## src/sv/brt_pkg.sv

```systemverilog
// Shared types, codes and defaults for the beam request table.
package brt_pkg;

  localparam int unsigned DefTableDepth = 64;
  localparam int unsigned DefSections   = 128;

  localparam int unsigned SecW  = 7;
  localparam int unsigned BeamW = 20;
  localparam int unsigned ReqW  = 16;

  // Item modes.
  localparam logic [2:0] MODE_ADD     = 3'd0;
  localparam logic [2:0] MODE_CLEAR   = 3'd1;
  localparam logic [2:0] MODE_DISCARD = 3'd2;
  localparam logic [2:0] MODE_SYNC_NEW = 3'd3;
  localparam logic [2:0] MODE_SYNC_ADJ = 3'd4;
  localparam logic [2:0] MODE_SYNC_KEEP = 3'd5;

  // Result status codes.
  localparam logic [1:0] STAT_OK       = 2'd0;
  localparam logic [1:0] STAT_BAD_SEC  = 2'd1;
  localparam logic [1:0] STAT_BAD_BEAM = 2'd2;
  localparam logic [1:0] STAT_FULL     = 2'd3;

  // Configuration register indexes.
  localparam logic CFG_NUM_SECTIONS = 1'b0;
  localparam logic CFG_MAX_BEAM     = 1'b1;

  typedef struct packed {
    logic [SecW-1:0]  sec;
    logic [BeamW-1:0] beam;
    logic [ReqW-1:0]  req;
  } brt_entry_t;

  typedef enum logic [2:0] {
    CMD_HOLD,
    CMD_INSERT,
    CMD_MERGE,
    CMD_CLEAR,
    CMD_SHIFT
  } brt_cmd_e;

  typedef struct packed {
    brt_cmd_e   cmd;
    logic       retain;
    brt_entry_t item;
  } brt_ctrl_t;

endpackage

```

## src/sv/brt_cell.sv

```systemverilog
// One slot of the sorted entry chain: holds an entry and moves it to or from its neighbours.
module brt_cell
  import brt_pkg::*;
(
  input  logic        clk_i,
  input  brt_ctrl_t   ctrl_i,
  input  logic        valid_i,
  input  logic        is_tail_i,
  input  brt_entry_t  head_i,
  input  brt_entry_t  prev_i,
  input  logic        prev_gt_i,
  input  brt_entry_t  next_i,
  output brt_entry_t  data_o,
  output logic        gt_o,
  output logic        hit_o,
  output logic        hit_zero_o,
  output logic [ReqW-1:0] hit_req_o
);

  brt_entry_t data_q, data_d;
  logic [ReqW-1:0] merged;

  // Order is by beam index first, then section.
  assign gt_o  = !valid_i ||
                 ({data_q.beam, data_q.sec} > {ctrl_i.item.beam, ctrl_i.item.sec});
  assign hit_o = valid_i && data_q.beam == ctrl_i.item.beam && data_q.sec == ctrl_i.item.sec;
  assign merged     = (ctrl_i.item.req > data_q.req) ? ctrl_i.item.req : data_q.req;
  assign hit_req_o  = hit_o ? merged : '0;
  assign hit_zero_o = hit_o && data_q.req == '0;
  assign data_o     = data_q;

  always_comb begin
    data_d = data_q;
    case (ctrl_i.cmd)
      CMD_INSERT: begin
        if (gt_o) begin
          data_d = prev_gt_i ? prev_i : ctrl_i.item;
        end
      end
      CMD_MERGE: begin
        if (hit_o) begin
          data_d.req = merged;
        end
      end
      CMD_CLEAR: data_d.req = '0;
      CMD_SHIFT: data_d = (is_tail_i && ctrl_i.retain) ? head_i : next_i;
      default:   data_d = data_q;
    endcase
  end

  always_ff @(posedge clk_i) begin
    data_q <= data_d;
  end

endmodule

```

## config.mk

```make
export PLATFORM = sky130hd
export DESIGN_NAME = brt_cell
export DESIGN_NICKNAME = d
export VERILOG_FILES = /design/src/sv/brt_pkg.sv /design/src/sv/brt_cell.sv
export SDC_FILE = /design/constraint.sdc
export NUM_CORES = 1
export LEC_CHECK = 0
export ABC_CLOCK_PERIOD_IN_PS = 3400
export BUFFER_PORTS_ARGS = -buffer_cell sky130_fd_sc_hd__buf_2
export CAP_MARGIN = 20
export CORE_AREA = 4 4 106 108
export DETAILED_ROUTE_END_ITERATION = 10
export DIE_AREA = 0 0 110 112
export PLACE_DENSITY = 0.78
export SYNTH_ARGS = -nofsm -noshare
export SYNTH_HDL_FRONTEND = slang
export SYNTH_SLANG_ARGS = --single-unit
export TNS_END_PERCENT = 100
```

## constraint.sdc

```tcl
create_clock -name clk_i -period 3.4 [get_ports clk_i]
set_clock_uncertainty 0.1 [all_clocks]
set_input_delay 0.17 -clock clk_i [delete_from_list [all_inputs] [get_ports clk_i]]
set_output_delay 0.17 -clock clk_i [all_outputs]
set_load 0.01 [all_outputs]
```

Word level (Yosys, flattened, before mapping). Index checks and enable logic that the tools add are counted.

Register bits after elaboration: 43. Input bits: 180. Output and inout port bits: 62. Word-level logic and storage cells: 32.

Magnitude comparators: 2. Equality and inequality tests: 8. Mux-type cells: 8. Reduce and logical (&&, ||, !) cells: 11.

Operator list (number): two-way mux 43 bit (3); case mux 16 bit (4 select lines) (1); case mux 27 bit (2 select lines) (1); two-way mux 16 bit (3); > comparator 27 bit (1); equality test 20 bit (1); > comparator 16 bit (1); logical NOT 16 bit (1); equality test 7 bit (1); equality test 3 x 2 -> 1 bit, second input constant (2); logical AND 1 bit (4); inequality test 2 bit, second input constant (2); nonzero test 4 bit (1); equality test 3 x 1 -> 1 bit, second input constant (1); equality test 3 bit, second input constant (1); AND reduction 3 bit (1); AND reduction 2 bit (1); nonzero test 2 bit (1); logical NOT 1 bit (1); logical OR 1 bit (1).

Logic depth before layout (Yosys ltp). Gate-level depths: netlist of run 1.

Word-level depth: 5. Depth in mapped cells: 9.

Least setup slack after synthesis of run 1. Ideal clock, no wire load.

Kind: flip-flop to flip-flop. Start point: register data_q, in the netlist data_o[34]. End point: register data_q, in the netlist data_o[16] (enable). Library setup time: 0.420 ns. Data arrival time: 2.996 ns. Required time: 2.880 ns. Slack: -0.117 ns. Cell stages (with the launch flop): 8. Cells stage by stage: edfxtp_1 ha_1 nand3_1 nor4_2 nand2_1 o211ai_1 nand4b_1 a21oi_1.

Longest elaborated chain between the ends: 4.

RTL lines: start, declared (line brt_cell.sv:20) `brt_entry_t data_q, data_d;`; start signal, assigned (line brt_cell.sv:52) `data_q <= data_d;`; > comparator 27 bit (line brt_cell.sv:25) `({data_q.beam, data_q.sec} > {ctrl_i.item.beam, ctrl_i.item.sec});`; logical OR 1 bit (line brt_cell.sv:24) `assign gt_o = !valid_i ||`; inequality test 2 bit (no line); AND reduction 2 bit (no line).

No other way between the ends. A chain may end at the register's enable or synchronous reset.

Worst setup path after layout of run 1.
Start point: register data_q, in the netlist data_o[13]. End point: output hit_req_o[5].

Longest elaborated chain between the ends: 3.

RTL lines: > comparator 16 bit (line brt_cell.sv:27) `assign merged = (ctrl_i.item.req > data_q.req) ? ctrl_i.item.req : data_q.req;`; two-way mux 16 bit (line brt_cell.sv:27); two-way mux 16 bit (line brt_cell.sv:28) `assign hit_req_o = hit_o ? merged : '0;`; end, declared (line brt_cell.sv:17) `output logic [ReqW-1:0] hit_req_o`.

No other way between the ends.

==> results.md, run 1 <==
- Initial antenna violation count: 0
- WL met3: roughly 1100 µm
- Worst Hold Launch: next_i[24]
- Area Overhead vs Synth: 34.34%
- Data required time of the critical path: 3130 ps
- Netlist Area Pre-Place: between 4000 and 5000 µm²
- Area taken by flip-flops and latches: 1291 µm²
- Post-route clock period utilization: 0.9121
- PwrDens: around 280 nW/µm²
- Reg-to-Reg Start: data_o[34]
- Num CTS Buffers: 5
- Hold path endpoint: data_o[24]
- CTS resizes: 0
- Unique cell type count in the Yosys netlist: 38
- CTS sink cnt: 43
- CORE AREA: ~10000 µm²
- 1st-pass router iterations: 4
- Slew @ Worst Pin: between 900 and 1000 ps
- Sum of negative setup slack: 0 ps
- CTS Buffer Depth: 2
- Crit-path max FO: 7
- Via density: roughly 5.4
- Final setup viols: 0
- RR Endpoint: data_o[2]
- Area leader, netlist: edfxtp_1
- Port bufs: 241
- Syn avg cell area: about 9.3 µm²
- Clk slew on worst S/H paths: approximately 80 ps
- Critical Path AT: approximately 2800 ps
- 1st-iter DRT viols: 200
- Crit path kind: reg -> out
- P_leak: approximately 3.1 nW
- Hold Fails Final Rpt: 0
- R2r setup slk: 300 ps
- Asr flop ratio synth: 0
- Filler cells: between 900 and 1000
- Post-synth EDFFs: 43
- Worst hold margin: around 150 ps
- Most common cell after layout, fill and taps aside: buf_2
- Die Area: 12320 µm²
- Root Buffer: clkbuf_8
- Ys flop type: edfxtp_1
- # IOs: 242
- Highest Signal Layer: met4
- CTS tree: yes
- ANT nets after route: 0
- First-pass GRT wire length: around 21000 µm
- GRT Util Overall: 0.2143
- Worst vdd ir: ~0.17 mV
- Wirelength per Cell: about 17 µm
- Congestion Overflow GR: 0
- Area of the multi-input gates: 2604 µm²
- Worst skew pair latency: about 300 ps
- Highest clock rate: 322.4 MHz
- Max-cap viol count: 0
- Metal2 WL: 7071 µm
- Setup crit end kind: output pin
- Ys Warns: 0
- WL met1: around 5200 µm
- Worst setup startpoint: data_o[13]
- Via count of the routed design: ~4400
- Commonest cells after routing, fill and taps aside: buf_2 (241), mux2i_1 (75), inv_1 (48)
- Max FFs per register: between 40 and 50
- Gpl congestion: ~0.81
- Worst slew margin: 0.3865
- Share of cells above drive strength 1: 0.3853
- Slew Viols, Final: 0
- Largest net degree at the start of global routing: 70
- H-tree depth: 2
- Die width: between 100 and 150 µm
- Vias in the first global route: 4563
- Starting density of the core: 0.4081
- Detailed Route WL: between 10000 and 15000 µm
- Fin crit period: between 3000 and 4000 ps
- Die extent in y: roughly 110 µm
- # hold bufs at CTS: 0
- Worst r2r path cells: 6
- Hold depth: 3
- Layout Nets: ~900
- Synth top area share: 0.3093
- Post-synthesis cell count: around 450
- Startpoint class of the critical path: register
- Diode count: 0
- Site Rows: 37
- Hold Crit Class: in -> reg
- DP HPWL: about 11000 µm
- Number of synthesized register bits: 43
- Sequential area share after synthesis: 0.3093
- Mapped Nets: approximately 670
- Status: finished clean
- Post CTS Setup Buffer Count: 0
- Drc violations: 0
- RSZ-0062 raised after global routing: no
- Synth area leaders: edfxtp_1 (31%), mux2i_1 (18%), ha_1 (13%)
## cells in the mapped netlist (2+ instances only)
master	n
nand2b_1	3
nand2_1	37
ha_1	43
o211ai_1	2
o21ai_1	10
inv_1	48
edfxtp_1	43
clkbuf_1	17
o211a_1	26
a211oi_1	5
nor2_1	23
nand4_1	8
mux2i_1	75
nand3_1	2
a21oi_1	44
nor4_1	5
buf_1	4
buf_2	2
nor2b_1	3
o22a_1	16
o21ai_0	15
## metal layers
metal | track usage | up-vias
li1 | - | 2120
met1 | 0.2260 | 2039
met2 | 0.4061 | 206
met3 | 0.04638 | 28
met4 | 0.07648 | 0
met5 | 0 | -
## logic make-up (layout without fill, tap and decap cells)
family,after synthesis,in the layout,synth area share
AO/OA/AOI/OAI,125,125,0.2098
multiplexers,75,75,0.1798
buffers and inverters,72,304,0.06922
flip-flops,43,43,0.3093
adder cells (fa/ha/maj),43,43,0.1289
AND/OR/NAND/NOR,90,90,0.1031
## critical path: stages (launching register included)
cell and delay, ps:
edfxtp_1 470, inv_1 70, ha_1 310, nand4_2 110, a2111o_1 450, a31oi_4 370, buf_4 230, mux2i_1 300
nor2_1 70, buf_2 140
## metrics by stage
| stage | std cells | instance area, µm² | worst slack, ps | power (mW) | util |
|---|---|---|---|---|---|
| global placement | 808 | 5529 | 347.3 | 1.259 | 0.5404 |
| CTS | 816 | 5609 | 240.9 | 1.601 | 0.5482 |
| floorplan | 448 | 4179 | 437.1 | 1.036 | - |
| finish | 816 | 5609 | 298.7 | 1.583 | 0.5482 |
| global route | 816 | 5609 | 56.70 | 1.691 | 0.5482 |
| detailed placement | 808 | 5529 | 250.7 | 1.281 | 0.5404 |
## final cells by class
type	count	area share
clock buffers	6	0.01294
clock inverters	2	0.001338
inverters	48	0.03212
multi-input cells	333	0.4642
flip-flops and latches	43	0.2302
well taps	136	0.03034
repair buffers	248	0.2289
## report_power, final
group	switching, mW	total (mW)	internal (mW)
clock network	0.174	0.314	0.140
logic	0.312	0.594	0.283
registers	0.0347	0.675	0.640
total	0.520	1.58	1.06
## worst max path at each step
stage                              end  slack [ps]  cells after the start
after detailed placement    data_o[12]         250                      6
after CTS                    data_o[2]         240                      6
after global placement      data_o[10]         350                      6
after floorplan              data_o[0]         440                      7
final                     hit_req_o[5]         300                      9
after global routing        data_o[11]          60                      6
Note: power is estimated with default switching activity, not from simulation.
==> inputs of run 2 (changes only) <==
- CORE_AREA: 4 4 106 108 -> 4 4 115 117
- DIE_AREA: 0 0 110 112 -> 0 0 119 121
- PLACE_DENSITY: 0.78 -> 0.68
==> run 2 against run 1 <==
Compared with the run above: sequential share of layout area down 0.43 points; wire length rose by 0.24%; maximum frequency decreased by 1.5%; non-clock buffer count rose by 1; register-to-register slack worse by 50 ps; clock power up 46%; final cell count is 4.5% higher; worst hold slack improved by 26 ps; largest cell class unchanged; largest power group unchanged.
==> results.md, run 2 (synthesis gave the netlist of run 1 again) <==
- Die width: 119 µm (+8.2%)
- Setup crit end kind: register
- Placed Area: 5577 µm² (+0.86%)
- Worst skew pair latency: 280 ps (-20 ps)
- Die extent in y: 121 µm (+8.0%)
- Post-route clock period utilization: 0.9258 (+0.01371)
- Most common cell after layout, fill and taps aside: buf_2
- Sw Share: 0.3100 (-0.01845)
- DP Cell Count: 845 (+4.6%)
- Worst Hold Launch: head_i[22]
- Drc violations: 0 (unchanged)
- RSZ-0062 raised after global routing: no
- Slew @ Worst Pin: 947.5 ps (+27.34 ps)
- H-tree depth: 2 (unchanged)
- Fin crit period: 3148 ps (+46.60 ps)
- Overall Power: 1.726 mW (+9.0%)
- Commonest cells after routing, fill and taps aside: buf_2 (241), mux2i_1 (75), inv_1 (48)
- Starting density of the core: 0.3377 (-0.07038)
- Slowest CP cell: a21oi_4
- Reg-to-Reg Start: data_o[34]
- R2r setup slk: 250 ps (-50 ps)
- Final worst slack: 252.1 ps (-46.60 ps)
- Finished Core Util: 0.4624 (-0.08584)
- Pre-CTS WS: 224.2 ps (-26.49 ps)
- Area of the multi-input gates: 2611 µm² (+0.29%)
- CTS Buffer Depth: 2 (unchanged)
- ANT nets after route: 0 (unchanged)
- Non-filler cells, final: 853 (+4.5%)
- Via count of the routed design: 4315 (-1.8%)
- Die Area: 14400 µm² (+17%)
- Site Rows: 41 (+11%)
- CORE AREA: 12360 µm² (+21%)
- Critical Path AT: 2950 ps (+120 ps)
- # IOs: 242 (unchanged)
- CTS resizes: 0 (unchanged)
- Layout Nets: 903 (+0.11%)
- # hold bufs at CTS: 0 (unchanged)
- Crit-path max FO: 27 (+20)
- Hold Fails Final Rpt: 0 (unchanged)
- P_leak: 3.155 nW (+1.1%)
- Reg power frac: 0.392 (-0.034)
- Port bufs: 241 (unchanged)
- Worst slew margin: 0.3683 (-0.01823)
- Wirelength per Cell: 16.16 µm (-4.1%)
- Diode count: 0 (unchanged)
- Area Overhead vs Synth: 36.92%
- Slew Viols, Final: 0 (unchanged)
- Gpl congestion: 0.8602 (+6.4%)
- RR Endpoint: data_o[27]
- Share of cells above drive strength 1: 0.3906 (+0.005308)
- Finished Cell Area: 5717 µm² (+1.9%)
- GRT Util Overall: 0.1862 (-0.02814)
- Hold depth: 3 (unchanged)
- First-pass GRT wire length: 21810 µm (+3.9%)
- CP cell instances: ha_1 > nand3_1 > nor4_2 > nand2_1 > o211ai_1 > nand4b_1 > a21oi_4
- Root Buffer: clkbuf_16
- Detailed Route WL: 13780 µm (+0.24%)
- 1st-iter DRT viols: 147 (-27%)
- CP max stage delay: 790 ps (+320 ps)
- Vias in the first global route: 4596 (+0.72%)
- Congestion Overflow GR: 0 (unchanged)
- Startpoint class of the critical path: register
- Status: finished clean
- Initial antenna violation count: 0 (unchanged)
- Combinational power share: 0.343 (-0.033)
- Num CTS Buffers: 5 (unchanged)
- DP HPWL: 11300 µm (+1.9%)
- Internal: 1.191 mW (+12%)
- Hold path endpoint: data_o[22]
- Largest net degree at the start of global routing: 45 (-36%)
- Crit path kind: reg -> reg
- Max FFs per register: 43 (unchanged)
- CTS sink cnt: 43 (unchanged)
- Data required time of the critical path: 3200 ps (+70 ps)
- Max-cap viol count: 0 (unchanged)
- Worst vdd ir: 0.1753 mV (+2.2%)
- Final setup viols: 0 (unchanged)
- Worst hold margin: 176.6 ps (+26.30 ps)
- Via density: 5.059 (-6.0%)
- 1st-pass router iterations: 4 (unchanged)
- Sw Pwr: 0.5350 mW (+2.9%)
- Post CTS Setup Buffer Count: 0 (unchanged)
- Worst r2r path cells: 7 (+1)
- Filler cells: 1212 (+29%)
- Hold Crit Class: in -> reg
- PwrDens: 301.9 nW/µm² (+7.0%)
- Area taken by flip-flops and latches: 1291 µm² (unchanged)
- Sum of negative setup slack: 0 ps (unchanged)
- Highest clock rate: 317.7 MHz (-1.5%)
- Clock share of power: 0.265 (+0.067)
- Clk slew on worst S/H paths: 60 ps (-20 ps)
- CTS tree: yes
[run 2: cell types whose count changed in the layout (fill, tap and decap cells not counted), moves of 2 or more]
| cell | delta |
|---|---|
| buf_4 | +2 |
| clkbuf_16 | +5 |
| clkbuf_8 | -5 |
| clkinv_1 | -2 |
| clkinv_2 | +3 |
[run 2: how the worst max path moves through the flow]
| stage | start | endpoint | slack [ps] | cells past startpoint |
|---|---|---|---|---|
| floorplan | data_o[34] | data_o[0] | 440 | 7 |
| global placement | data_o[34] | data_o[12] | 280 | 6 |
| detailed placement | data_o[34] | data_o[25] | 220 | 7 |
| CTS | data_o[34] | data_o[27] | 180 | 7 |
| global route | data_o[34] | data_o[27] | 0.7 | 7 |
| finish | data_o[34] | data_o[27] | 250 | 7 |
[run 2: critical path: cells and delay by family (launching register included)]
kind / cells / cell delay (ps)
simple gates: 4 / 860
flops: 1 / 380
fa+ha+maj: 1 / 310
compound gates: 2 / 1100
[run 2: power by group through the flow]
stage                     Clock, mW  Sequential (mW)  Combinational (mW)
after floorplan                   0            0.694               0.341
after global placement            0            0.685               0.579
after detailed placement          0            0.687               0.594
after CTS                     0.471            0.676               0.598
after global routing          0.494            0.682               0.666
final                         0.458            0.676               0.592
[run 2: final cells by class]
type / instances / area share
multi-input combinational: 333 / 0.4568
sequential: 43 / 0.2259
timing repair buffer: 249 / 0.2237
tap: 172 / 0.03764
inverter: 48 / 0.03152
clock buffer: 5 / 0.02189
clock inverter: 3 / 0.002626
[run 2: metal layers]
metal / GRT usage / wire (µm) / vias up
li1: - / - / 2132
met1: 0.2082 / 5400 / 1986
met2: 0.3550 / 7224 / 182
met3: 0.04242 / 971 / 15
met4: 0.04562 / 186 / 0
met5: 0 / 0 / -
==> inputs of run 3 (changes only) <==
- ABC_CLOCK_PERIOD_IN_PS: 3400 -> 3600
- GPL_TIMING_DRIVEN: unset -> 1
- PLACE_DENSITY: 0.68 -> 0.65
- clock period: 3.4 -> 3.6 ns (I/O delays scaled with it)
==> run 3 against run 2 <==
Compared with the run above: wire length up 0.53%; maximum frequency up 0.80%; largest cell class unchanged; combinational power down 6.1%; core utilization down 0.18 points; critical path type unchanged.
==> results.md, run 3 (synthesis gave the netlist of run 1 again) <==
- Drc violations: 0 (unchanged)
- CTS resizes: 0 (unchanged)
- Crit path kind: reg -> reg
- Root Buffer: clkbuf_16
- Worst skew pair latency: 280 ps (about the same)
- Most common cell after layout, fill and taps aside: buf_2
- # hold bufs at CTS: 0 (unchanged)
- # IOs: 242 (unchanged)
- DP HPWL: 11200 µm (-0.82%)
- CP cell instances: ha_1 > nand3_1 > nor4_2 > nand2_1 > or4_4 > o211ai_2
- Starting density of the core: 0.3377 (unchanged)
- Via count of the routed design: 4275 (-0.93%)
- Fin crit period: 3123 ps (-24.91 ps)
- Layout Nets: 902 (-0.11%)
- Worst vdd ir: 0.1390 mV (-21%)
- Gpl congestion: 0.8263 (-3.9%)
- WL met1: 5616 µm (+4.0%)
- 1st-pass router iterations: 4 (unchanged)
- Slowest CP cell: o211ai_2
- Highest clock rate: 320.2 MHz (+0.80%)
- Congestion Overflow GR: 0 (unchanged)
- Data required time of the critical path: 3400 ps (+200 ps)
- First-pass GRT wire length: 21650 µm (-0.72%)
- Pre-CTS WS: 414.6 ps (+190.4 ps)
- Max-cap viol count: 0 (unchanged)
- CTS Buffer Depth: 2 (unchanged)
- PwrDens: 285.9 nW/µm² (-5.3%)
- Worst slew margin: 0.3377 (-0.03065)
- Status: finished clean
- H-tree depth: 2 (unchanged)
- RSZ-0062 raised after global routing: no
- CTS tree: yes
- Post CTS Setup Buffer Count: 0 (unchanged)
- Overall Power: 1.628 mW (-5.7%)
- Final worst slack: 477.0 ps (+224.9 ps)
- Port bufs: 241 (unchanged)
- Die width: 119 µm (unchanged)
- Vias in the first global route: 4452 (-3.1%)
- Worst hold margin: 184.6 ps (+7.949 ps)
- Metal2 WL: 7144 µm (-1.1%)
- Sum of negative setup slack: 0 ps (unchanged)
- Detailed Route WL: 13860 µm (+0.53%)
- Max FFs per register: 43 (unchanged)
- Slew @ Worst Pin: 993.5 ps (+45.97 ps)
- CORE AREA: 12360 µm² (unchanged)
- Hold Fails Final Rpt: 0 (unchanged)
- Commonest cells after routing, fill and taps aside: buf_2 (241), mux2i_1 (75), inv_1 (48)
- CTS sink cnt: 43 (unchanged)
- GRT Util Overall: 0.1850 (-0.001193)
- Crit-path max FO: 16 (-41%)
- Wirelength per Cell: 16.26 µm (+0.65%)
- 1st-iter DRT viols: 149 (+1.4%)
- Die extent in y: 121 µm (unchanged)
- Highest Signal Layer: met4
- WL met3: 985 µm (+1.4%)
- Num CTS Buffers: 5 (unchanged)
- Clk slew on worst S/H paths: 60 ps (about the same)
- ANT nets after route: 0 (unchanged)
- Slew Viols, Final: 0 (unchanged)
- Setup crit end kind: register
- Share of cells above drive strength 1: 0.3868 (-0.003837)
- CP max stage delay: 740 ps (-50 ps)
- Die Area: 14400 µm² (unchanged)
- Largest net degree at the start of global routing: 46 (+2.2%)
- Site Rows: 41 (unchanged)
- Final setup viols: 0 (unchanged)
- Area Overhead vs Synth: 36.38%
- Startpoint class of the critical path: register
- Via density: 5.018 (-0.81%)
- Post-route clock period utilization: 0.8675 (-0.05835)
- Hold Crit Class: in -> reg
- Initial antenna violation count: 0 (unchanged)
- Finished Core Util: 0.4606 (-0.001822)
- Diode count: 0 (unchanged)
- Critical Path AT: 2930 ps (-20 ps)
- P_leak: 3.140 nW (-0.48%)
[run 3: cell count changes in the layout (fill, tap and decap cells not counted), sizes merged]
cell,previous run,this run
clkinv,3,1
buf,249,248
clkbuf,5,7
[run 3: per-layer routing]
| layer | GRT usage | vias to the layer above |
|---|---|---|
| li1 | - | 2123 |
| met1 | 0.2152 | 1967 |
| met2 | 0.3497 | 176 |
| met3 | 0.04009 | 9 |
| met4 | 0.03403 | 0 |
| met5 | 0 | - |
[run 3: layout make-up]
type	count	area, µm²
well taps	172	215.2
multi-input cells	333	2611
fillers	1198	6669
repair buffers	248	1259
clock buffers	7	132.6
inverters	48	180.2
clock inverters	1	5.005
flip-flops and latches	43	1291
[run 3: final timing paths]
path	endpoint	slack [ps]	cells after the start	startpoint
setup / recovery	data_o[8]	480	6	data_o[34]
hold / removal	data_o[36]	180	3	next_i[36]
setup reg to reg	data_o[8]	480	6	data_o[34]
hold reg to reg	data_o[6]	630	2	data_o[6]
[run 3: critical path: cells and delay by family (launching register included)]
family	cells	cell delay (ps)
adders and majority gates	1	320
and+or+nand+nor	4	1190
DFF	1	400
AOI/OAI and AO/OA	1	740
[run 3: power by group]
| part | internal [mW] | total [mW] | switching (mW) |
|---|---|---|---|
| Clock | 0.257 | 0.434 | 0.178 |
| Sequential | 0.606 | 0.638 | 0.0323 |
| Combinational | 0.263 | 0.556 | 0.293 |
[run 3: stage by stage]
step / cell area [µm²] / cells
after global placement: 5557 / 844
after floorplan: 4175 / 448
after detailed placement: 5557 / 844
after CTS: 5694 / 852
after global routing: 5694 / 852
final: 5694 / 852
